===== src/hw/rtl/bad_pkg.sv =====
// ----------------------------------------------------------------------------
// Box area downsampler package
// Shared widths, register indexes, configuration and job types.
// ----------------------------------------------------------------------------
package bad_pkg;

   localparam int CFG_W = 13;
   localparam int DW_W = 10;
   localparam int PIX_W = 8;
   localparam int POS_W = 12;
   localparam int SUM_W = 32;
   localparam int CNT_W = 26;
   localparam int QNUM_W = 33;
   localparam int EI_W = 14;
   localparam int ENUM_W = 27;
   localparam int CH_N = 4;

   localparam logic [1:0] REG_SRC_WIDTH = 2'd0;
   localparam logic [1:0] REG_SRC_HEIGHT = 2'd1;
   localparam logic [1:0] REG_DST_WIDTH = 2'd2;
   localparam logic [1:0] REG_DST_HEIGHT = 2'd3;

   typedef struct packed {
      logic             bypass;
      logic [CFG_W-1:0] sw;
      logic [CFG_W-1:0] sh;
      logic [DW_W-1:0]  dw;
      logic [CFG_W-1:0] dh;
   } bad_cfg_type;

   typedef struct packed {
      logic                       bypass;
      logic                       last;
      logic [POS_W-1:0]           x;
      logic [POS_W-1:0]           y;
      logic [CNT_W-1:0]           count;
      logic [CH_N-1:0][SUM_W-1:0] sum;
   } bad_job_type;

   typedef enum logic [2:0] {
      F_CLEAR,
      F_INIT_COL,
      F_INIT_ROW,
      F_IDLE,
      F_READ,
      F_UPDATE,
      F_BOUND
   } bad_front_state_type;

   typedef enum logic {
      B_IDLE,
      B_DIV
   } bad_back_state_type;

endpackage


===== src/hw/rtl/bad_fifo.sv =====
// ----------------------------------------------------------------------------
// Job queue
// Two-entry queue between the front and back parts.
// ----------------------------------------------------------------------------
module bad_fifo (
   input  logic                 clock,
   input  logic                 reset,
   input  logic                 push,
   input  bad_pkg::bad_job_type push_data,
   input  logic                 pop,
   output bad_pkg::bad_job_type pop_data,
   output logic                 full,
   output logic                 empty
);
   import bad_pkg::*;

   bad_job_type mem_ff [2];
   logic        wr_ptr_ff, wr_ptr_in, rd_ptr_ff, rd_ptr_in;
   logic [1:0]  cnt_ff, cnt_in;

   always_comb begin
      wr_ptr_in = push ? ~wr_ptr_ff : wr_ptr_ff;
      rd_ptr_in = pop ? ~rd_ptr_ff : rd_ptr_ff;
      cnt_in = cnt_ff + {1'b0, push} - {1'b0, pop};
   end

   always_ff @(posedge clock) begin
      if (reset) begin
         wr_ptr_ff <= 1'b0;
         rd_ptr_ff <= 1'b0;
         cnt_ff <= 2'd0;
      end else begin
         wr_ptr_ff <= wr_ptr_in;
         rd_ptr_ff <= rd_ptr_in;
         cnt_ff <= cnt_in;
      end
      if (push) begin
         mem_ff[wr_ptr_ff] <= push_data;
      end
   end

   assign pop_data = mem_ff[rd_ptr_ff];
   assign full = cnt_ff == 2'd2;
   assign empty = cnt_ff == 2'd0;
endmodule


===== config.mk =====
export PLATFORM = sky130hd
export DESIGN_NAME = bad_fifo
export DESIGN_NICKNAME = d
export VERILOG_FILES = /design/src/hw/rtl/bad_pkg.sv /design/src/hw/rtl/bad_fifo.sv
export SDC_FILE = /design/constraint.sdc
export NUM_CORES = 1
export LEC_CHECK = 0
export BUFFER_PORTS_ARGS = -buffer_cell sky130_fd_sc_hd__buf_2
export CAP_MARGIN = 30
export CORE_MARGIN = 2
export CORE_UTILIZATION = 40
export CTS_CLUSTER_DIAMETER = 150
export DETAILED_ROUTE_END_ITERATION = 6
export HOLD_SLACK_MARGIN = 0.12
export SLEW_MARGIN = 30
export SYNTH_ARGS = -nofsm -noshare
export SYNTH_HDL_FRONTEND = slang
export SYNTH_SLANG_ARGS = --single-unit
export TNS_END_PERCENT = 30

===== constraint.sdc =====
create_clock -name clock -period 13.5 [get_ports clock]
set_input_delay 2.025 -clock clock [delete_from_list [all_inputs] [get_ports clock]]
set_output_delay 2.025 -clock clock [all_outputs]
set_load 0.005 [all_outputs]

==> results.yml, run 1 <==
die:
  die-area_um2: 35500
  initial_utilization_pct: 40.6
  die_y_um: 188
  num_rows: 67
  io_pins: 366
  die_x_um: 188
  core-area_um2: 33500
finish:
  n_fill_cell: 2811
  drive_gt1_share_pct: 60.6
  syn2layout_area_growth_pct: 26.5
  regArea_um2: 10900
  multi_input_area_um2: 2520
  nets: 1161
  final_cell_area_um2: 17200
  layout_common_cells: "buf_2 (365), edfxtp_1 (360), mux2_4 (100)"
  stdcell_count: 1457
  layout_commonest_cell: "buf_2"
flow_run:
  maxCapViolations: 0
timing:
  relSlewSlack_pct: 36.4
  worstMarginPinSlew_ns: 0.955
  grt_setup_unrepaired: "false"
  period_share_pct: 39.4
  finalClockSkew_ns: 0.00814
  fmax_ghz: 0.188
  hold_viol_final: 0
  period_minus_slack_ns: 5.32
  setup_viol: 0
  slew_viol_final: 0
  finalSetupTns_ns: 0
pwr:
  combPwrFrac_pct: 10.1
  intPower_w: 0.00213
  p_clk_share_pct: 39.7
  swShare_pct: 20.5
  power.density_nw_per_um2: 155
  p_seq_share_pct: 50.2
  peakVddDrop_uv: 114
  p_leak_nw: 6.64
  switchingPower_w: 0.000548
logic_synthesis:
  synth_compound_area_share_pct: 0
  ys_warn_count: 0
  synthAdderAreaFrac_pct: 0.184
  synth_top_family_by_area: "multiplexers"
  synth.area.top_cells: "edfxtp_1 (79%), mux2_4 (11%), mux2_2 (6.6%)"
  synth.distinct_cells: 13
  ys_seq_area_share_pct: 80.2
  syn_area_per_cell_um2: 23.4
  synth-simple-area-share_pct: 0.322
  yosys-mux-area-fraction_pct: 17.7
  yosysTopAreaCellShare_pct: 79.5
  syn_area_um2: 13600
  synth_top_area_cell: "edfxtp_1"
  synthesis.nets: 767
  synth_xor_area_share_pct: 0.294
  ys_ff_latch: 365
  synthCells: 581
setup_path:
  cp.arrival_ns: 3.29
  required_ns: 11.48
  reg2reg_depth: 3
  cp-start-kind: "register"
  rr_startpoint: "wr_ptr_ff$_SDFFE_PP0P_"
  worst-setup-path-type: "register to primary output"
  r2r_setup_slack_ns: 10.78
  regToRegEndpoint: "mem_ff[0][104]$_DFFE_PP_"
  crit_fanout: 53
  crit_path_end_kind: "primary output"
global_route:
  grt_overflow_total: 0
  grtUsageTotal_pct: 14.6
  met3_usage_pct: 4.95
  use_met2_pct: 22.8
  busiest_layer: "met2"
  antenna_found_initial: 7
  grt_pass1_vias: 6835
  grt_max_degree: 79
  grt_pass1_wl_um: 39700
  met1_usage_pct: 19.1
placed_design:
  dp.cells: 1382
  gp_congestion: 0.730
  dp_hpwl_um: 17600
  place_area_um2: 15900
  port_buffers: 365
cts:
  clockBufferDepth: 3
  cts-buffers-inserted: 39
  ctsResizeCount: 0
  cts.sinks: 365
  cts_tree: "yes"
  clkLatencyLatePin_ns: 0.51
  cts.clk_slew.worst_paths_ns: 0.05
  post_cts_buffers: 0
  cts-root-buf: "clkbuf_16"
  htree_num_levels: 2
  ctsHoldBuffers: 0
min_path:
  min_from: "rd_ptr_ff$_SDFFE_PP0P_"
  worst_hold_path.endpoint: "rd_ptr_ff$_SDFFE_PP0P_"
  hold_depth: 2
  hold_class: "register to register"
routing:
  drc: 0
  firstDrtPassIters: 4
  wl_per_cell_um: 18.3
  ant_nets: 0
  first_iter_violations: 442
  vias: 6732
  vias_per_cell: 4.62
  totalWireLength_um: 26700
outcome:
  outcome: "finished clean"
-- power by group through the flow --
stage	Clock (W)	Combinational [W]	Sequential, W
global route	0.00114	0.000293	0.00135
finish	0.00106	0.000270	0.00134
CTS	0.00109	0.000277	0.00134
detailed placement	0	0.000276	0.00137
global placement	0	0.000273	0.00137
floorplan	0	0.000158	0.00138
-- sequential cells by signal, summed over array words and instances, names as in the netlist, named ones only --
register	flops
rd_ptr_ff	1
wr_ptr_ff	1
mem_ff	360
cnt_ff	2
-- through the flow --
step / setup WS (ns) / hold slack [ns] / util (%) / total power, W
floorplan: 2.96 / 0.480 / - / 0.00153
global placement: 8.72 / 0.494 / 47.4 / 0.00164
detailed placement: 8.71 / 0.512 / 47.4 / 0.00164
CTS: 8.15 / 0.524 / 51.3 / 0.00272
global route: 8.02 / 0.573 / 51.3 / 0.00278
finish: 8.18 / 0.517 / 51.3 / 0.00267
-- worst max path at each step --
| stage | start | to | slack [ns] | cells after the start |
|---|---|---|---|---|
| 3_5_place_dp | register | pop_data[22] | 8.71 | 4 |
| 2_1_floorplan | push | mem_ff[0][0]$_DFFE_PP_ | 2.96 | 1 |
| 3_3_place_gp | register | pop_data[28] | 8.72 | 4 |
| 6_report | register | pop_data[46] | 8.18 | 4 |
| 4_1_cts | register | pop_data[22] | 8.15 | 4 |
| 5_1_grt | register | pop_data[46] | 8.02 | 4 |
-- critical path, stage by stage (launching register included) --
cell and delay, ns:
dfxtp_4 0.56, buf_4 0.68, buf_4 0.85, mux2_2 0.42, buf_2 0.13
-- synthesized netlist by cell type --
| library cell | n |
|---|---|
| and2_1 | 1 |
| buf_2 | 8 |
| buf_6 | 12 |
| dfxtp_1 | 5 |
| edfxtp_1 | 360 |
| ha_1 | 2 |
| inv_1 | 2 |
| mux2_2 | 80 |
| mux2_4 | 100 |
| nor2_1 | 5 |
| nor2b_1 | 3 |
| xnor2_1 | 2 |
| xnor3_1 | 1 |
-- final cells by class --
cell class	count	share of cell area, %
Sequential cell	365	63.4
Clock inverter	17	1.25
Timing Repair Buffer	373	11.0
Multi-Input combinational cell	194	14.7
Tap cell	448	3.26
Antenna cell	5	0.0727
Inverter	2	0.0436
Clock buffer	53	6.28
-- per-layer routing --
| metal | share of wire (%) | wire length, um |
|---|---|---|
| met4 | 2.2 | 599 |
| met5 | 0.086 | 23 |
| met2 | 47 | 12500 |
| met3 | 8.6 | 2290 |
| met1 | 42 | 11300 |
-- cells by family after synthesis --
logic type,Yosys count
mux,180
simple gates,9
flops,365
xor+xnor,3
fa+ha+maj,2
buf+inv,22
Power figures use the tool's default switching activity.
==> run 2, diff against run 1 <==
==> constraint.sdc (replaced) <==
create_clock -name clock -period 4.95 [get_ports clock]
set_input_delay 0.7425 -clock clock [delete_from_list [all_inputs] [get_ports clock]]
set_output_delay 0.7425 -clock clock [all_outputs]
set_load 0.005 [all_outputs]
==> results.yml, run 2 (same netlist as run 1, synthesis figures left out) <==
outcome:
  outcome: "finished clean"
die:
  die_x_um: 188
  num_rows: 67
  core-area_um2: 33500
  initial_utilization_pct: 40.6
  io_pins: 366
  die_y_um: 188
  die-area_um2: 35500
timing:
  finalClockSkew_ns: 0.00859
  period_share_pct: 62.1
  worstMarginPinSlew_ns: 0.794
  fmax_ghz: 0.325
  finalSetupTns_ns: 0
  relSlewSlack_pct: 47.1
  setup_viol: 0
  slew_viol_final: 0
  whs_ns: 0.417
  period_minus_slack_ns: 3.08
  grt_setup_unrepaired: "false"
  hold_viol_final: 0
pwr:
  switchingPower_w: 0.00148
  p_clk_share_pct: 37.4
  swShare_pct: 21.0
  peakVddDrop_uv: 287
  combPwrFrac_pct: 10.5
  intPower_w: 0.00557
  p_seq_share_pct: 52.1
  power.total_w: 0.00705
  power.density_nw_per_um2: 411
  p_leak_nw: 6.61
finish:
  top_register: "mem_ff"
  nets: 1164
  largest_reg_flops: 360
  stdcell_count: 1455
  layout_commonest_cell: "buf_2"
  layout_common_cells: "buf_2 (365), edfxtp_1 (360), mux2_4 (100)"
  top_regs: "mem_ff (360), cnt_ff (2)"
  syn2layout_area_growth_pct: 26.0
  drive_gt1_share_pct: 60.4
setup_path:
  crit_slowest_cell: "dfxtp_4"
  required_ns: 4.21
  reg2reg_depth: 2
  cp.arrival_ns: 2.33
  crit_chain: "buf_12 > mux2_2 > buf_2"
  crit_path_end_kind: "primary output"
  crit_fanout: 47
  worst-setup-path-type: "register to primary output"
  cp_slowest_stage_delay_ns: 0.87
  cp-start-kind: "register"
routing:
  vias_per_cell: 4.61
  firstDrtPassIters: 4
  totalWireLength_um: 27000
  wl_per_cell_um: 18.5
  first_iter_violations: 273
  drc: 0
  vias: 6706
  ant_nets: 0
cts:
  ctsHoldBuffers: 0
  clkLatencyLatePin_ns: 0.50
  cts_tree: "yes"
  cts.clk_slew.worst_paths_ns: 0.06
  ctsResizeCount: 0
  cts.sinks: 365
  clockBufferDepth: 3
  cts-buffers-inserted: 39
  post_cts_buffers: 0
  htree_num_levels: 2
  cts-root-buf: "clkbuf_16"
placed_design:
  port_buffers: 365
  dp_hpwl_um: 18000
  gp_congestion: 0.748
  dp.cells: 1385
global_route:
  antenna_found_initial: 6
  grt_max_degree: 100
  grt_pass1_wl_um: 40100
  grtUsageTotal_pct: 14.8
  grt_pass1_vias: 6935
  grt_overflow_total: 0
flow_run:
  maxCapViolations: 0
min_path:
  hold_depth: 1
  hold_class: "input port to register"
[run 2: cell types whose count changed in the layout (fill, tap and decap cells not counted)]
cell       change
inv_8          -1
buf_12         +5
clkinv_2       +2
buf_6          -2
clkinv_1       +2
clkbuf_8       -1
clkinv_4       -1
diode_2        -2
bufinv_16      -4
[run 2: cell type report]
cell class                 instances  area [um^2]
clock buffer                      52         1070
sequential                       365        10900
timing repair buffer             376         1970
fill                            2818        16400
clock inverter                    15         92.6
tap                              448          561
antenna                            3         7.51
inverter                           2         7.51
multi-input combinational        194         2520
[run 2: layer usage]
| layer | up-vias | track usage, % | routed length [um] |
|---|---|---|---|
| met5 | - | 0 | 42 |
| met3 | 49 | 5.77 | 2510 |
| met1 | 3266 | 18.5 | 11200 |
| li1 | 3111 | - | - |
| met4 | 6 | 4.78 | 625 |
| met2 | 274 | 23.7 | 12600 |
[run 2: power groups by stage]
| stage | Clock, W | Sequential, W | Combinational [W] |
|---|---|---|---|
| 6_report | 0.00264 | 0.00367 | 0.000739 |
| 5_1_grt | 0.00284 | 0.00369 | 0.000800 |
| 4_1_cts | 0.00272 | 0.00368 | 0.000757 |
| 3_5_place_dp | 0 | 0.00374 | 0.000753 |
| 3_3_place_gp | 0 | 0.00373 | 0.000747 |
| 2_1_floorplan | 0 | 0.00373 | 0.000431 |
[run 2: path summary, 6_finish.rpt]
kind                     startpoint  slack [ns]                      end
min reg2reg  rd_ptr_ff$_SDFFE_PP0P_        0.51                 register
min                   push_data[74]        0.42  mem_ff[0][74]$_DFFE_PP_
max                        register        1.87             pop_data[22]
max reg2reg  wr_ptr_ff$_SDFFE_PP0P_        3.11  mem_ff[0][38]$_DFFE_PP_
[run 2: worst max-delay path: cells and delay by family, from the launching register on]
family | cells | cell delay, ns
buf+inv | 2 | 0.52
flops | 1 | 0.87
mux | 1 | 0.37
[run 2: metrics by stage]
stage,cell area [um^2],util [%],setup slack (ns)
after floorplan,13600,-,-0.422
after global placement,16000,47.6,2.35
after detailed placement,16000,47.6,2.35
after CTS,17100,51.1,1.80
after global routing,17100,51.1,1.72
final,17100,51.1,1.87
==> run 3, diff against run 2 <==
==> constraint.sdc (replaced) <==
create_clock -name clock -period 3.02 [get_ports clock]
set_input_delay 0.453 -clock clock [delete_from_list [all_inputs] [get_ports clock]]
set_output_delay 0.453 -clock clock [all_outputs]
set_load 0.005 [all_outputs]
==> results.yml, run 3 (same netlist as run 1, synthesis figures left out) <==
setup_path:
  crit_chain: "buf_4 > mux2_2 > buf_2"
  regToRegEndpoint: "mem_ff[1][15]$_DFFE_PP_"
  crit_fanout: 31
  r2r_setup_slack_ns: 1.39
  required_ns: 2.57
  worst-setup-path-type: "register to primary output"
  path_delay_family: "flip-flops"
  cp-start-kind: "register"
  crit_path_end_kind: "primary output"
  crit_slowest_cell: "dfxtp_4"
  cp.arrival_ns: 2.14
  rr_startpoint: "wr_ptr_ff$_SDFFE_PP0P_"
  reg2reg_depth: 2
  cp_slowest_stage_delay_ns: 0.69
  critPathBufInv: 2
cts:
  ctsResizeCount: 0
  clkLatencyLatePin_ns: 0.51
  htree_num_levels: 2
  cts.sinks: 365
  post_cts_buffers: 0
  ctsHoldBuffers: 132
  cts_tree: "yes"
  cts-root-buf: "clkbuf_16"
  cts.clk_slew.worst_paths_ns: 0.06
  cts-buffers-inserted: 39
  clockBufferDepth: 3
global_route:
  grt_pass1_wl_um: 42600
  grtUsageTotal_pct: 15.5
  grt_pass1_vias: 7719
  grt_max_degree: 95
  antenna_found_initial: 1
  grt_overflow_total: 0
timing:
  fmax_ghz: 0.385
  grt_setup_unrepaired: "false"
  relSlewSlack_pct: 59.3
  setup_viol: 0
  finalSetupTns_ns: 0
  fin_ws_ns: 0.425
  slew_viol_final: 0
  finalClockSkew_ns: 0.0106
  worstMarginPinSlew_ns: 0.610
  period_share_pct: 85.9
  hold_viol_final: 0
  period_minus_slack_ns: 2.60
die:
  initial_utilization_pct: 40.6
  die_y_um: 188
  num_rows: 67
  io_pins: 366
  die_x_um: 188
  core-area_um2: 33500
  die-area_um2: 35500
flow_run:
  maxCapViolations: 0
placed_design:
  gp_congestion: 0.739
  pre_cts_ws_ns: 0.922
  port_buffers: 365
  dp_hpwl_um: 18800
finish:
  layout_commonest_cell: "buf_2"
  regArea_um2: 10900
  layout_common_cells: "buf_2 (365), edfxtp_1 (360), dlygate4sd3_1 (133)"
  n_fill_cell: 2664
  top_register: "mem_ff"
  largest_reg_flops: 360
  top_regs: "mem_ff (360), cnt_ff (2)"
  syn2layout_area_growth_pct: 36.4
  drive_gt1_share_pct: 53.7
  nets: 1305
  multi_input_area_um2: 2520
routing:
  top_layer_used: "met4"
  wl_per_cell_um: 17.8
  ant_nets: 0
  firstDrtPassIters: 5
  met2_length_um: 13900
  wirelength_met1_um: 11600
  vias: 7332
  route.met3.wl_um: 2170
  vias_per_cell: 4.59
  first_iter_violations: 326
  drc: 0
  totalWireLength_um: 28400
pwr:
  power.density_nw_per_um2: 633
  peakVddDrop_uv: 465
  p_leak_nw: 7.22
min_path:
  hold_class: "input port to register"
  hold_depth: 1
  min_from: "push_data[26]"
  worst_hold_path.endpoint: "mem_ff[0][26]$_DFFE_PP_"
outcome:
  outcome: "finished clean"
[run 3: how the worst max path moves through the flow]
stage                     cells past startpoint                     end  slack (ns)
after floorplan                               1  mem_ff[0][0]$_DFFE_PP_       -0.56
after global placement                        3            pop_data[69]        0.93
after detailed placement                      3            pop_data[73]        0.92
after CTS                                     3            pop_data[73]        0.37
after global routing                          3            pop_data[73]        0.32
final                                         3            pop_data[73]        0.42
[run 3: where the power goes]
group | switching (W) | total [W] | internal, W | leakage (nW)
sequential | 0.0000918 | 0.00601 | 0.00592 | 3.42
combinational | 0.000600 | 0.00138 | 0.000781 | 3.23
clock | 0.00178 | 0.00435 | 0.00258 | 0.571
total | 0.00247 | 0.0117 | 0.00928 | 7.22
[run 3: metrics by stage]
stage	utilization, %	std cells	hold WS (ns)	power, W	instance area, um^2
after floorplan	-	581	0.480	0.00681	13600
after global placement	47.9	1393	0.500	0.00735	16000
after detailed placement	47.9	1393	0.507	0.00738	16000
after CTS	55.3	1595	0.120	0.0119	18500
after global routing	55.4	1597	0.120	0.0122	18600
final	55.4	1597	0.139	0.0117	18600
[run 3: metal layers]
metal	global-route usage, %	vias up
li1	-	3393
met1	19.5	3582
met2	26.0	298
met3	4.38	59
met4	5.17	0
met5	0	-
[run 3: worst reg2reg max path: stages, from the launching register on]
cell and delay (ns):
dfxtp_1 0.41, and2_4 0.54, buf_4 0.37
[run 3: final cells by class]
cell class | instances | share of cell area, %
clock buffer | 56 | 5.83
inverter | 2 | 0.0404
clock inverter | 14 | 0.526
antenna | 1 | 0.0135
multi-input combinational | 194 | 13.6
timing repair buffer | 517 | 18.2
sequential | 365 | 58.8
tap | 448 | 3.02
