===== config.mk =====
export PLATFORM = sky130hd
export DESIGN_NAME = bad_back
export DESIGN_NICKNAME = d
export VERILOG_FILES = /design/src/hw/rtl/bad_pkg.sv /design/src/hw/rtl/bad_div.sv /design/src/hw/rtl/bad_back.sv
export SDC_FILE = /design/constraint.sdc
export NUM_CORES = 1
export LEC_CHECK = 0
export BUFFER_PORTS_ARGS = -buffer_cell sky130_fd_sc_hd__buf_2
export CAP_MARGIN = 20
export CORE_MARGIN = 5
export CORE_UTILIZATION = 45
export CTS_CLUSTER_DIAMETER = 150
export DETAILED_ROUTE_END_ITERATION = 6
export GPL_ROUTABILITY_DRIVEN = 1
export PLACE_DENSITY = 0.63
export SLEW_MARGIN = 20
export SYNTH_ARGS = -nofsm -noshare
export SYNTH_HDL_FRONTEND = slang
export SYNTH_SLANG_ARGS = --single-unit

===== constraint.sdc =====
create_clock -name clock -period 3.5 [get_ports clock]
set_input_delay 0.175 -clock clock [delete_from_list [all_inputs] [get_ports clock]]
set_output_delay 0.175 -clock clock [all_outputs]
set_load 0.005 [all_outputs]

===== src/hw/rtl/bad_pkg.sv =====
// ----------------------------------------------------------------------------
// Box area downsampler package
// Shared widths, register indexes, configuration and job types.
// ----------------------------------------------------------------------------
package bad_pkg;

   localparam int CFG_W = 13;
   localparam int DW_W = 10;
   localparam int PIX_W = 8;
   localparam int POS_W = 12;
   localparam int SUM_W = 32;
   localparam int CNT_W = 26;
   localparam int QNUM_W = 33;
   localparam int EI_W = 14;
   localparam int ENUM_W = 27;
   localparam int CH_N = 4;

   localparam logic [1:0] REG_SRC_WIDTH = 2'd0;
   localparam logic [1:0] REG_SRC_HEIGHT = 2'd1;
   localparam logic [1:0] REG_DST_WIDTH = 2'd2;
   localparam logic [1:0] REG_DST_HEIGHT = 2'd3;

   typedef struct packed {
      logic             bypass;
      logic [CFG_W-1:0] sw;
      logic [CFG_W-1:0] sh;
      logic [DW_W-1:0]  dw;
      logic [CFG_W-1:0] dh;
   } bad_cfg_type;

   typedef struct packed {
      logic                       bypass;
      logic                       last;
      logic [POS_W-1:0]           x;
      logic [POS_W-1:0]           y;
      logic [CNT_W-1:0]           count;
      logic [CH_N-1:0][SUM_W-1:0] sum;
   } bad_job_type;

   typedef enum logic [2:0] {
      F_CLEAR,
      F_INIT_COL,
      F_INIT_ROW,
      F_IDLE,
      F_READ,
      F_UPDATE,
      F_BOUND
   } bad_front_state_type;

   typedef enum logic {
      B_IDLE,
      B_DIV
   } bad_back_state_type;

endpackage


===== src/hw/rtl/bad_div.sv =====
// ----------------------------------------------------------------------------
// Sequential divider
// Restoring division, one quotient bit per cycle.
// ----------------------------------------------------------------------------
module bad_div #(
   parameter int NUM_W = 33,
   parameter int DEN_W = 26
) (
   input  logic             clock,
   input  logic             reset,
   input  logic             start,
   input  logic [NUM_W-1:0] num,
   input  logic [DEN_W-1:0] den,
   output logic             done,
   output logic [NUM_W-1:0] quo
);
   localparam int CW = $clog2(NUM_W + 1);

   logic             busy_ff, busy_in, done_ff, done_in;
   logic [CW-1:0]    cnt_ff, cnt_in;
   logic [NUM_W-1:0] num_ff, num_in;
   logic [DEN_W-1:0] rem_ff, rem_in, den_ff, den_in;
   logic [DEN_W:0]   trial;
   logic             ge;

   always_comb begin
      trial = {rem_ff, num_ff[NUM_W-1]};
      ge = trial >= {1'b0, den_ff};
      busy_in = busy_ff;
      done_in = 1'b0;
      cnt_in = cnt_ff;
      num_in = num_ff;
      rem_in = rem_ff;
      den_in = den_ff;
      if (start) begin
         num_in = num;
         den_in = den;
         rem_in = '0;
         cnt_in = CW'(NUM_W);
         busy_in = 1'b1;
      end else if (busy_ff) begin
         rem_in = ge ? DEN_W'(trial - {1'b0, den_ff}) : trial[DEN_W-1:0];
         num_in = {num_ff[NUM_W-2:0], ge};
         cnt_in = cnt_ff - 1'b1;
         if (cnt_ff == CW'(1)) begin
            busy_in = 1'b0;
            done_in = 1'b1;
         end
      end
   end

   always_ff @(posedge clock) begin
      if (reset) begin
         busy_ff <= 1'b0;
         done_ff <= 1'b0;
      end else begin
         busy_ff <= busy_in;
         done_ff <= done_in;
      end
      cnt_ff <= cnt_in;
      num_ff <= num_in;
      rem_ff <= rem_in;
      den_ff <= den_in;
   end

   assign done = done_ff;
   assign quo = num_ff;
endmodule


===== src/hw/rtl/bad_back.sv =====
// ----------------------------------------------------------------------------
// Downsampler back end
// Divides block sums by pixel counts and holds the result request.
// ----------------------------------------------------------------------------
module bad_back (
   input  logic                 clock,
   input  logic                 reset,
   input  logic                 job_valid,
   input  bad_pkg::bad_job_type job,
   output logic                 job_pop,
   output logic                 rsp_tvalid,
   input  logic                 rsp_tready,
   output logic [55:0]          rsp_tdata,
   output logic                 rsp_tlast
);
   import bad_pkg::*;

   bad_back_state_type         state_ff, state_in;
   logic                       out_valid_ff, out_valid_in;
   logic [55:0]                out_data_ff, out_data_in;
   logic                       out_last_ff, out_last_in;
   logic [POS_W-1:0]           x_ff, x_in, y_ff, y_in;
   logic                       last_ff, last_in;
   logic                       free, start;
   logic [CH_N-1:0]            done;
   logic [CH_N-1:0][QNUM_W-1:0] quo;

   for (genvar k = 0; k < CH_N; k++) begin : g_div
      bad_div #(.NUM_W(QNUM_W), .DEN_W(CNT_W)) u_div (
         .clock(clock), .reset(reset), .start(start),
         .num({1'b0, job.sum[k]} + QNUM_W'(job.count >> 1)),
         .den(job.count), .done(done[k]), .quo(quo[k])
      );
   end

   always_comb begin
      free = !out_valid_ff || rsp_tready;
      state_in = state_ff;
      out_valid_in = out_valid_ff && !rsp_tready;
      out_data_in = out_data_ff;
      out_last_in = out_last_ff;
      x_in = x_ff;
      y_in = y_ff;
      last_in = last_ff;
      job_pop = 1'b0;
      start = 1'b0;
      unique case (state_ff)
         B_IDLE: begin
            if (job_valid && free) begin
               job_pop = 1'b1;
               if (job.bypass) begin
                  out_valid_in = 1'b1;
                  out_data_in = {job.y, job.x, job.sum[3][7:0], job.sum[2][7:0],
                                 job.sum[1][7:0], job.sum[0][7:0]};
                  out_last_in = job.last;
               end else begin
                  start = 1'b1;
                  x_in = job.x;
                  y_in = job.y;
                  last_in = job.last;
                  state_in = B_DIV;
               end
            end
         end
         B_DIV: begin
            if (done[0]) begin
               out_valid_in = 1'b1;
               out_data_in = {y_ff, x_ff, quo[3][7:0], quo[2][7:0], quo[1][7:0], quo[0][7:0]};
               out_last_in = last_ff;
               state_in = B_IDLE;
            end
         end
         default: begin
            state_in = B_IDLE;
         end
      endcase
   end

   always_ff @(posedge clock) begin
      if (reset) begin
         state_ff <= B_IDLE;
         out_valid_ff <= 1'b0;
      end else begin
         state_ff <= state_in;
         out_valid_ff <= out_valid_in;
      end
      out_data_ff <= out_data_in;
      out_last_ff <= out_last_in;
      x_ff <= x_in;
      y_ff <= y_in;
      last_ff <= last_in;
   end

   assign rsp_tvalid = out_valid_ff;
   assign rsp_tdata = out_data_ff;
   assign rsp_tlast = out_last_ff;
endmodule


==> flow_summary.json, run 1 <==
{
  "status": "finished clean",
  "maxSlewViolCount": 0,
  "wl_per_cell_um": 19.3,
  "gp_congestion": 0.955,
  "grt_pass1_wl_um": 119000,
  "num_vias": 22800,
  "antenna_found_initial": 32,
  "viasPerCell": 5.78,
  "port_buffers": 242,
  "cts_buffer_depth": 3,
  "initial_utilization": 0.457,
  "synth-seq-cells": 375,
  "netlist_area_mm2": 0.0259,
  "rows": 87,
  "ant_nets": 0,
  "drt_iter0_drc": 1540,
  "clk_pin_slew_ns": 0.06,
  "grt_pass1_vias": 22400,
  "muxShareOfSynthArea": 0.0501,
  "synth-xor-area-share": 0.0705,
  "powerDensity_mw_per_mm2": 612,
  "grt.total_usage": 0.231,
  "drive_gt1_frac": 0.146,
  "rsz0062_at_grt": "no",
  "synth_common_cells": "301 x nand2_1, 284 x o21ai_0, 241 x a21oi_1",
  "routed_wl_um": 76000,
  "clock_skew_ns": 0.0162,
  "synth_flop_cell": "edfxtp_1",
  "final.min_clock_period_ns": 3.34,
  "yosys-top-cells-area": "edfxtp_1 28%, dfxtp_1 10%, ha_1 10%",
  "clock_latency_ns": 0.58,
  "cellLeakagePower_nw": 12.9,
  "ys.warnings.count": 0,
  "end_kind": "flop",
  "grt_overflow": 0,
  "ys_seq_area_frac": 0.383,
  "cts_inserted_buffers": 44,
  "synth_adder_area_share": 0.109,
  "instances_no_fill": 3943,
  "max_freq_mhz": 299,
  "cts_root_buffer": "clkbuf_16",
  "synthSimpleGateAreaFrac": 0.134,
  "io_pins": 243,
  "synthesis.nets": 3225,
  "grt_max_degree": 137,
  "coreArea_mm2": 0.0566,
  "tritoncts": "yes",
  "synthArstFlopShare": 0,
  "max_slew_margin": 0.334,
  "netlist_instances": 2821,
  "areaGrowthSynthToFinish_pct": 18.1,
  "synth_compound_area_frac": 0.221,
  "min_period_over_period": 0.955,
  "hold_class": "in2reg",
  "synth_top_cell_by_area": "edfxtp_1",
  "synth_enable_flop_cells": 240,
  "nFillCells": 5093,
  "nNetsFinal": 3536,
  "crit_required_ns": 3.98,
  "setup_viol": 0,
  "criticalPathCategory": "reg2reg",
  "cp-start-kind": "flop",
  "dr.pass1.iters": 7,
  "r2r_slack_ns": 0.16,
  "htree_levels": 2,
  "avgSynthCellArea_um2": 9.17,
  "synth_top_cell_area_share": 0.279,
  "maxCapViolCount": 0,
  "die_width_um": 250,
  "power_w": 0.0187,
  "clock-sinks": 375,
  "ys_types": 79,
  "die_area_mm2": 0.0624,
  "worst_slew_pin_slew_ns": 1.00,
  "post-dp-hpwl_um": 54800,
  "drc_errors": 0,
  "critPathArrivalTime_ns": 3.82,
  "peakVddDrop_uv": 438,
  "finalHoldViolations": 0,
  "synth_top_family_by_area": "compound AO/OA/AOI/OAI gates",
  "yosysMostFrequentCell": "nand2_1",
  "dp.cells": 3744,
  "crit_fanout": 13,
  "die_h_um": 250
}
## final timing paths
path,endpoint,from,cells after the start
setup / recovery,g_div[0].u_div.rem_ff[23],g_div[0].u_div.den_ff[1],12
hold / removal,g_div[1].u_div.quo[27],job[59],3
setup reg to reg,g_div[0].u_div.rem_ff[23],g_div[0].u_div.den_ff[1],12
hold reg to reg,g_div[0].u_div.rem_ff[8],g_div[0].u_div.rem_ff[8],2
## kinds of logic (layout without fill, tap and decap cells)
logic type / count (synthesis) / count (layout)
other: 0 / 21
AO/OA/AOI/OAI: 923 / 923
buffers and inverters: 215 / 560
adder cells (fa/ha/maj): 220 / 220
AND/OR/NAND/NOR: 758 / 758
XOR/XNOR: 208 / 208
flip-flops: 375 / 375
multiplexers: 122 / 122
## flip-flops by register name, indices dropped and copies added, names as in the netlist, 4 cells and up
register / flops
g_div.u_div.busy_ff: 4
g_div.u_div.rem_ff: 104
g_div.u_div.den_ff: 26
g_div.u_div.quo: 132
x_ff: 12
g_div.u_div.cnt_ff: 24
y_ff: 12
rsp_tdata: 56
## through the flow
step           area, um^2  hold slack (ns)  worst slack [ns]  setup TNS [ns]   util
2_1_floorplan       25900            0.244             0.516               0      -
3_3_place_gp        28000            0.365          -0.00708        -0.00708  0.494
3_5_place_dp        28000            0.368            0.0402               0  0.494
4_1_cts             30400          0.00232           0.00951               0  0.538
5_1_grt             30500           0.0385           0.00307               0  0.539
6_report            30500           0.0312             0.159               0  0.540
## power breakdown
group          switching (W)  internal [W]
Sequential          0.000523       0.00559
Clock                0.00192       0.00284
Combinational        0.00442       0.00340
## routing by layer
| layer | vias to the layer above | global-route usage | wire length [um] | share of wire |
|---|---|---|---|---|
| met3 | 182 | 0.0501 | 4710 | 0.062 |
| li1 | 11100 | - | - | - |
| met2 | 623 | 0.387 | 35200 | 0.46 |
| met4 | 26 | 0.0938 | 2850 | 0.038 |
| met5 | - | 0 | 179 | 0.0024 |
| met1 | 10900 | 0.292 | 33000 | 0.43 |
## layout make-up
type                    instances  area (um^2)  area share
diodes                         21         52.6     0.00172
clock buffers                  59         1270      0.0417
clock inverters                21          215     0.00704
inverters                      90          344      0.0113
multi-input cells            2231        15200       0.496
flip-flops and latches        375         9910       0.324
well taps                     756          946      0.0310
repair buffers                390         2640      0.0865
## cells in the final DEF, fill, tap and decap left out, drive strengths merged, types with 11 or more instances in the layout
cell,count
nand2b,26
buf,292
a21o,102
nor3,34
dfxtp,135
clkbuf,59
mux2,60
xnor2,120
a211o,11
nor2,185
nand4,38
clkinv,13
o21bai,24
xor2,88
nor2b,22
inv,89
edfxtp,240
a211oi,54
mux2i,62
diode,21
a31oi,35
nand2,302
a21oi,241
and3,24
nand3,64
o31ai,14
o21a,28
dlygate4sd3,98
o211ai,24
or3,12
ha,212
o21ai,292
## what timing repair did
action | in CTS | in global routing
gates resized for setup | 0 | 11
buffers inserted | 0 | 0
endpoints found under the setup margin | 0 | 11
hold buffers | 98 | 0
hold endpoints to repair | 127 | 0
## worst max-delay path, cell delays in order (launching register included)
cell,delay (ns)
edfxtp_1,0.45
inv_1,0.31
ha_1,0.30
nor2b_1,0.15
o31ai_1,0.31
a211oi_1,0.20
o211ai_1,0.32
a21oi_1,0.17
a221o_1,0.36
buf_4,0.21
o21ai_0,0.11
o21ai_0,0.13
a211oi_1,0.23
(Power assumes the default switching activity.)
==> run 2: changes to the inputs <==
CORE_UTILIZATION = 39   (was 45)
MAX_ROUTING_LAYER = met4   (was unset)
PLACE_DENSITY = 0.56   (was 0.63)
clock period = 3.72 ns   (was 3.5 ns; I/O delays follow)
==> run 2 against run 1 <==
Effect of this change: final cell count rose by 2.8%; sequential power fell by 6.0%; die area rose by 15%; non-clock buffer count fell by 5; largest cell class unchanged; largest power group unchanged; global-route usage fell by 1.8 points; clock skew fell by 0.00065 ns; register-to-register slack improved by 0.22 ns; clock-buffer cell count did not move.
==> flow_summary.json, run 2 (synthesis gave the netlist of run 1 again) <==
{
  "crit_required_ns": 4.02,
  "critPathArrivalTime_ns": 3.74,
  "die_h_um": 267,
  "port_buffers": 242,
  "maxCapViolCount": 0,
  "worstHoldPathCells": 2,
  "clock-sinks": 375,
  "max_slew_margin": 0.281,
  "layout_common_cells": "300 x nand2_1, 284 x o21ai_0, 242 x buf_2",
  "drc_errors": 0,
  "criticalPathCategory": "in2reg",
  "grt_pass1_vias": 22300,
  "setup_viol": 0,
  "drt_iter0_drc": 1329,
  "power.internal_w": 0.0112,
  "die_area_mm2": 0.0716,
  "final_common_cell": "nand2_1",
  "areaGrowthSynthToFinish_pct": 18.5,
  "reg2reg_depth": 11,
  "clk_pin_slew_ns": 0.06,
  "post-dp-hpwl_um": 56500,
  "grt_pass1_wl_um": 119000,
  "final.min_clock_period_ns": 3.44,
  "grt.total_usage": 0.213,
  "clock_latency_ns": 0.58,
  "viasPerCell": 5.56,
  "nNetsFinal": 3532,
  "instances_no_fill": 4054,
  "dr.pass1.iters": 5,
  "routed_wl_um": 76700,
  "maxSlewViolCount": 0,
  "crit_fanout": 4,
  "ant_nets": 0,
  "rsz0062_at_grt": "no",
  "use_met1": 0.264,
  "grt_overflow": 0,
  "post_cts_buffers": 0,
  "coreArea_mm2": 0.0657,
  "status": "finished clean",
  "finalHoldViolations": 0,
  "finalSetupTns_ns": 0,
  "clock_skew_ns": 0.0155,
  "p_switching_w": 0.00645,
  "clock_power_share": 0.256,
  "tritoncts": "yes",
  "die_width_um": 267,
  "busiest_layer": "met2",
  "min_period_over_period": 0.925,
  "comb_power_share": 0.417,
  "num_vias": 22500,
  "hold_ws_ns": 0.0298,
  "peakVddDrop_uv": 327,
  "cts_buffer_depth": 3,
  "hold_class": "in2reg",
  "antenna_found_initial": 27,
  "rows": 94,
  "sw_frac_of_total": 0.367,
  "use_met3": 0.0400,
  "powerDensity_mw_per_mm2": 575,
  "dp.cells": 3843,
  "cts_inserted_buffers": 45,
  "initial_utilization": 0.393,
  "seq_power_share": 0.326,
  "cts_root_buffer": "clkbuf_16",
  "grt_max_degree": 139,
  "grtUsageMet2": 0.351,
  "end_kind": "flop",
  "htree_levels": 2,
  "drive_gt1_frac": 0.141,
  "largest_reg_flops": 132,
  "io_pins": 243,
  "wl_per_cell_um": 18.9,
  "gp_congestion": 0.940,
  "worst_slew_pin_slew_ns": 1.08,
  "cp-start-kind": "primary input",
  "max_freq_mhz": 291,
  "cellLeakagePower_nw": 12.9
}
run 2: changes by cell type in the layout (fill, tap and decap cells not counted), sizes merged, moves of 2 or more:
cell | before | now
buf | 292 | 283
clkinvlp | 5 | 1
diode | 21 | 26
clkinv | 13 | 17
dlygate4sd3 | 98 | 102
inv | 89 | 91
run 2: power by group through the flow:
stage | Sequential [W] | Clock [W] | Combinational (W)
2_1_floorplan | 0.00568 | 0 | 0.00550
3_3_place_gp | 0.00580 | 0 | 0.00707
3_5_place_dp | 0.00582 | 0 | 0.00719
4_1_cts | 0.00575 | 0.00464 | 0.00731
5_1_grt | 0.00584 | 0.00482 | 0.00817
6_report | 0.00575 | 0.00451 | 0.00735
run 2: stage by stage:
stage	area (um^2)	power, W	util	setup slack [ns]
2_1_floorplan	25900	0.0112	-	0.736
3_3_place_gp	28000	0.0129	0.427	0.218
3_5_place_dp	28000	0.0130	0.427	0.199
4_1_cts	30600	0.0177	0.465	0.245
5_1_grt	30600	0.0188	0.466	0.0126
6_report	30600	0.0176	0.466	0.279
run 2: layout make-up:
type	instances	area, um^2
diodes	26	65.1
clock buffers	59	1230
clock inverters	24	274
fillers	6168	35100
inverters	90	340
multi-input cells	2231	15100
flip-flops and latches	375	9910
well taps	864	1080
repair buffers	385	2620
run 2: worst paths after layout:
check | from | end | slack (ns)
worst max-delay path | job[0] | g_div[0].u_div.quo[26] | 0.28
worst max register to register | g_div[0].u_div.den_ff[1] | g_div[3].u_div.rem_ff[22] | 0.38
worst min register to register | g_div[0].u_div.rem_ff[8] | g_div[0].u_div.rem_ff[8] | 0.48
worst min-delay path | job[39] | rsp_tdata[15] | 0.03
run 2: critical path, stage by stage:
cell	delay [ns]
dlygate4sd3_1	0.55
buf_2	0.15
ha_1	0.22
fa_1	0.41
a21o_1	0.19
a21oi_1	0.26
o21ai_0	0.20
a211oi_1	0.47
o21ai_1	0.27
a211oi_1	0.49
nor2b_1	0.12
xnor2_1	0.15
o21ai_0	0.08
run 2: what timing repair did:
item / CTS / global route
endpoints found under the setup margin: 0 / 2
endpoints found under the hold margin: 132 / 0
hold buffers: 102 / 0
resized for setup: 0 / 2
run 2: metal layers:
| layer | routed length, um | vias up |
|---|---|---|
| met5 | 0 | - |
| met4 | 2840 | 0 |
| met3 | 4100 | 147 |
| met2 | 36100 | 539 |
| met1 | 33700 | 10700 |
| li1 | - | 11100 |
==> run 3: changes to the inputs <==
GPL_TIMING_DRIVEN = 0   (was unset)
==> run 3 against run 2 <==
Effect of this change: maximum frequency shrank 5.9%; register-to-register slack worse by 0.32 ns; cell area is 1.5% higher.
==> flow_summary.json, run 3 (synthesis gave the netlist of run 1 again) <==
{
  "status": "finished clean",
  "tritoncts": "yes",
  "htree_levels": 2,
  "crit_required_ns": 4.21,
  "max_freq_mhz": 273,
  "post-dp-hpwl_um": 65600,
  "io_pins": 243,
  "grt_pass1_wl_um": 133000,
  "clock_latency_ns": 0.60,
  "ant_nets": 0,
  "use_met3": 0.0412,
  "port_buffers": 242,
  "rsz0062_at_grt": "yes",
  "clock_skew_ns": 0.0247,
  "busiest_layer": "met2",
  "grt.total_usage": 0.242,
  "end_kind": "flop",
  "rows": 94,
  "dp.cells": 3931,
  "final.min_clock_period_ns": 3.66,
  "die_area_mm2": 0.0716,
  "comb_power_share": 0.411,
  "cellLeakagePower_nw": 13.1,
  "hold_class": "in2reg",
  "cts_inserted_buffers": 47,
  "criticalPathCategory": "reg2reg",
  "drive_gt1_frac": 0.144,
  "cts_root_buffer": "clkbuf_16",
  "clk_pin_slew_ns": 0.06,
  "viasPerCell": 5.67,
  "max_slew_margin": 0.297,
  "instances_no_fill": 4140,
  "cts_buffer_depth": 3,
  "p_switching_w": 0.00680,
  "grtUsageMet2": 0.394,
  "die_width_um": 267,
  "coreArea_mm2": 0.0657,
  "layout_common_cells": "299 x nand2_1, 282 x o21ai_0, 256 x buf_2",
  "critPathArrivalTime_ns": 4.15,
  "fin_area_mm2": 0.0311,
  "seq_power_share": 0.316,
  "clock_power_share": 0.273,
  "cp-start-kind": "flop",
  "routed_wl_um": 87100,
  "setup_viol": 0,
  "use_met1": 0.299,
  "powerDensity_mw_per_mm2": 586,
  "final_common_cell": "nand2_1",
  "cpMaxStageDelayCell": "a2111oi_1",
  "antenna_found_initial": 17,
  "cp_common_cell": "a211oi_1",
  "sw_frac_of_total": 0.373,
  "num_vias": 23500,
  "nNetsFinal": 3622,
  "clock-sinks": 375,
  "areaGrowthSynthToFinish_pct": 20.3,
  "gp_congestion": 0.958,
  "wl_per_cell_um": 21.0,
  "die_h_um": 267,
  "min_period_over_period": 0.983,
  "grt_overflow": 0,
  "crit_fanout": 10,
  "crit_chain": "clkinvlp_4, ha_1, buf_2, a2111oi_1, o21ai_0, a41o_1, o21bai_1, a221o_1, a211oi_1, xnor2_1, mux2i_1, a211oi_1",
  "dr.pass1.iters": 5,
  "utilization": 0.473,
  "largest_reg_flops": 132,
  "grt_max_degree": 58,
  "placed_cell_area_mm2": 0.0283,
  "drc_errors": 0,
  "initial_utilization": 0.393,
  "maxSlewViolCount": 0,
  "grt_pass1_vias": 23600,
  "maxCapViolCount": 0,
  "finalHoldViolations": 0,
  "drt_iter0_drc": 1476,
  "peakVddDrop_uv": 305,
  "power.internal_w": 0.0114,
  "worst_slew_pin_slew_ns": 1.05,
  "slowest_delay_ns": 0.46
}
==> run 3: changes by cell type in the layout (fill, tap and decap cells not counted), sizes merged <==
cell,change
clkdlybuf4s15,+1
diode,-7
dlygate4sd3,-5
clkbuf,+99
clkinvlp,+6
clkinv,-5
inv,-4
bufinv,+1
==> run 3: layout make-up <==
type,instances,area [um^2]
Multi-Input combinational cell,2231,15200
Clock inverter,21,275
Fill cell,6247,34600
Antenna cell,19,47.5
Inverter,90,355
Buffer,124,533
Clock buffer,67,1410
Timing Repair inverter,1,7.51
Sequential cell,375,9910
Tap cell,864,1080
Timing Repair Buffer,348,2330
==> run 3: power groups by stage <==
stage,sequential [W],clock [W],combinational (W)
global route,0.00584,0.00523,0.00828
CTS,0.00575,0.00506,0.00740
floorplan,0.00568,0,0.00550
detailed placement,0.00583,0,0.00726
global placement,0.00583,0,0.00713
finish,0.00577,0.00497,0.00749
==> run 3: final timing paths <==
check,cells after the start,slack [ns],startpoint,to
worst max-delay path,12,0.06,g_div[0].u_div.den_ff[15],g_div[0].u_div.rem_ff[24]
worst min register to register,2,0.47,g_div[0].u_div.rem_ff[11],g_div[0].u_div.rem_ff[11]
worst max register to register,12,0.06,g_div[0].u_div.den_ff[15],g_div[0].u_div.rem_ff[24]
worst min-delay path,3,0.03,job[93],g_div[2].u_div.quo[29]
==> run 3: per-layer routing <==
layer	part of all wire	vias up
met1	0.43	11300
li1	-	11300
met3	0.055	177
met4	0.045	0
met5	0	-
met2	0.47	747
==> run 3: metrics by stage <==
step | total power, W | hold slack, ns | TNS, ns | setup WS, ns
floorplan | 0.0112 | 0.255 | 0 | 0.736
global placement | 0.0130 | 0.377 | -242.51 | -1.80
detailed placement | 0.0131 | 0.378 | -134.72 | -1.07
CTS | 0.0182 | 0.00411 | 0 | 0.00136
global route | 0.0194 | 0.0432 | -0.0422 | -0.0415
finish | 0.0182 | 0.0298 | 0 | 0.0636
==> run 3: critical path, delay by kind of cell, from the launching register on <==
kind,cells,cell delay [ns]
buf+inv,2,0.49
fa+ha+maj,1,0.39
compound gates,7,2.04
mux,1,0.09
flops,1,0.37
xor+xnor,1,0.17
==> run 3: timing repair <==
item | CTS | global route
gates cloned | 1 | 0
buffers inserted | 4 | 1
setup endpoints to repair | 366 | 91
hold buffers | 97 | 0
hold endpoints to repair | 126 | 0
gates resized for setup | 19 | 29
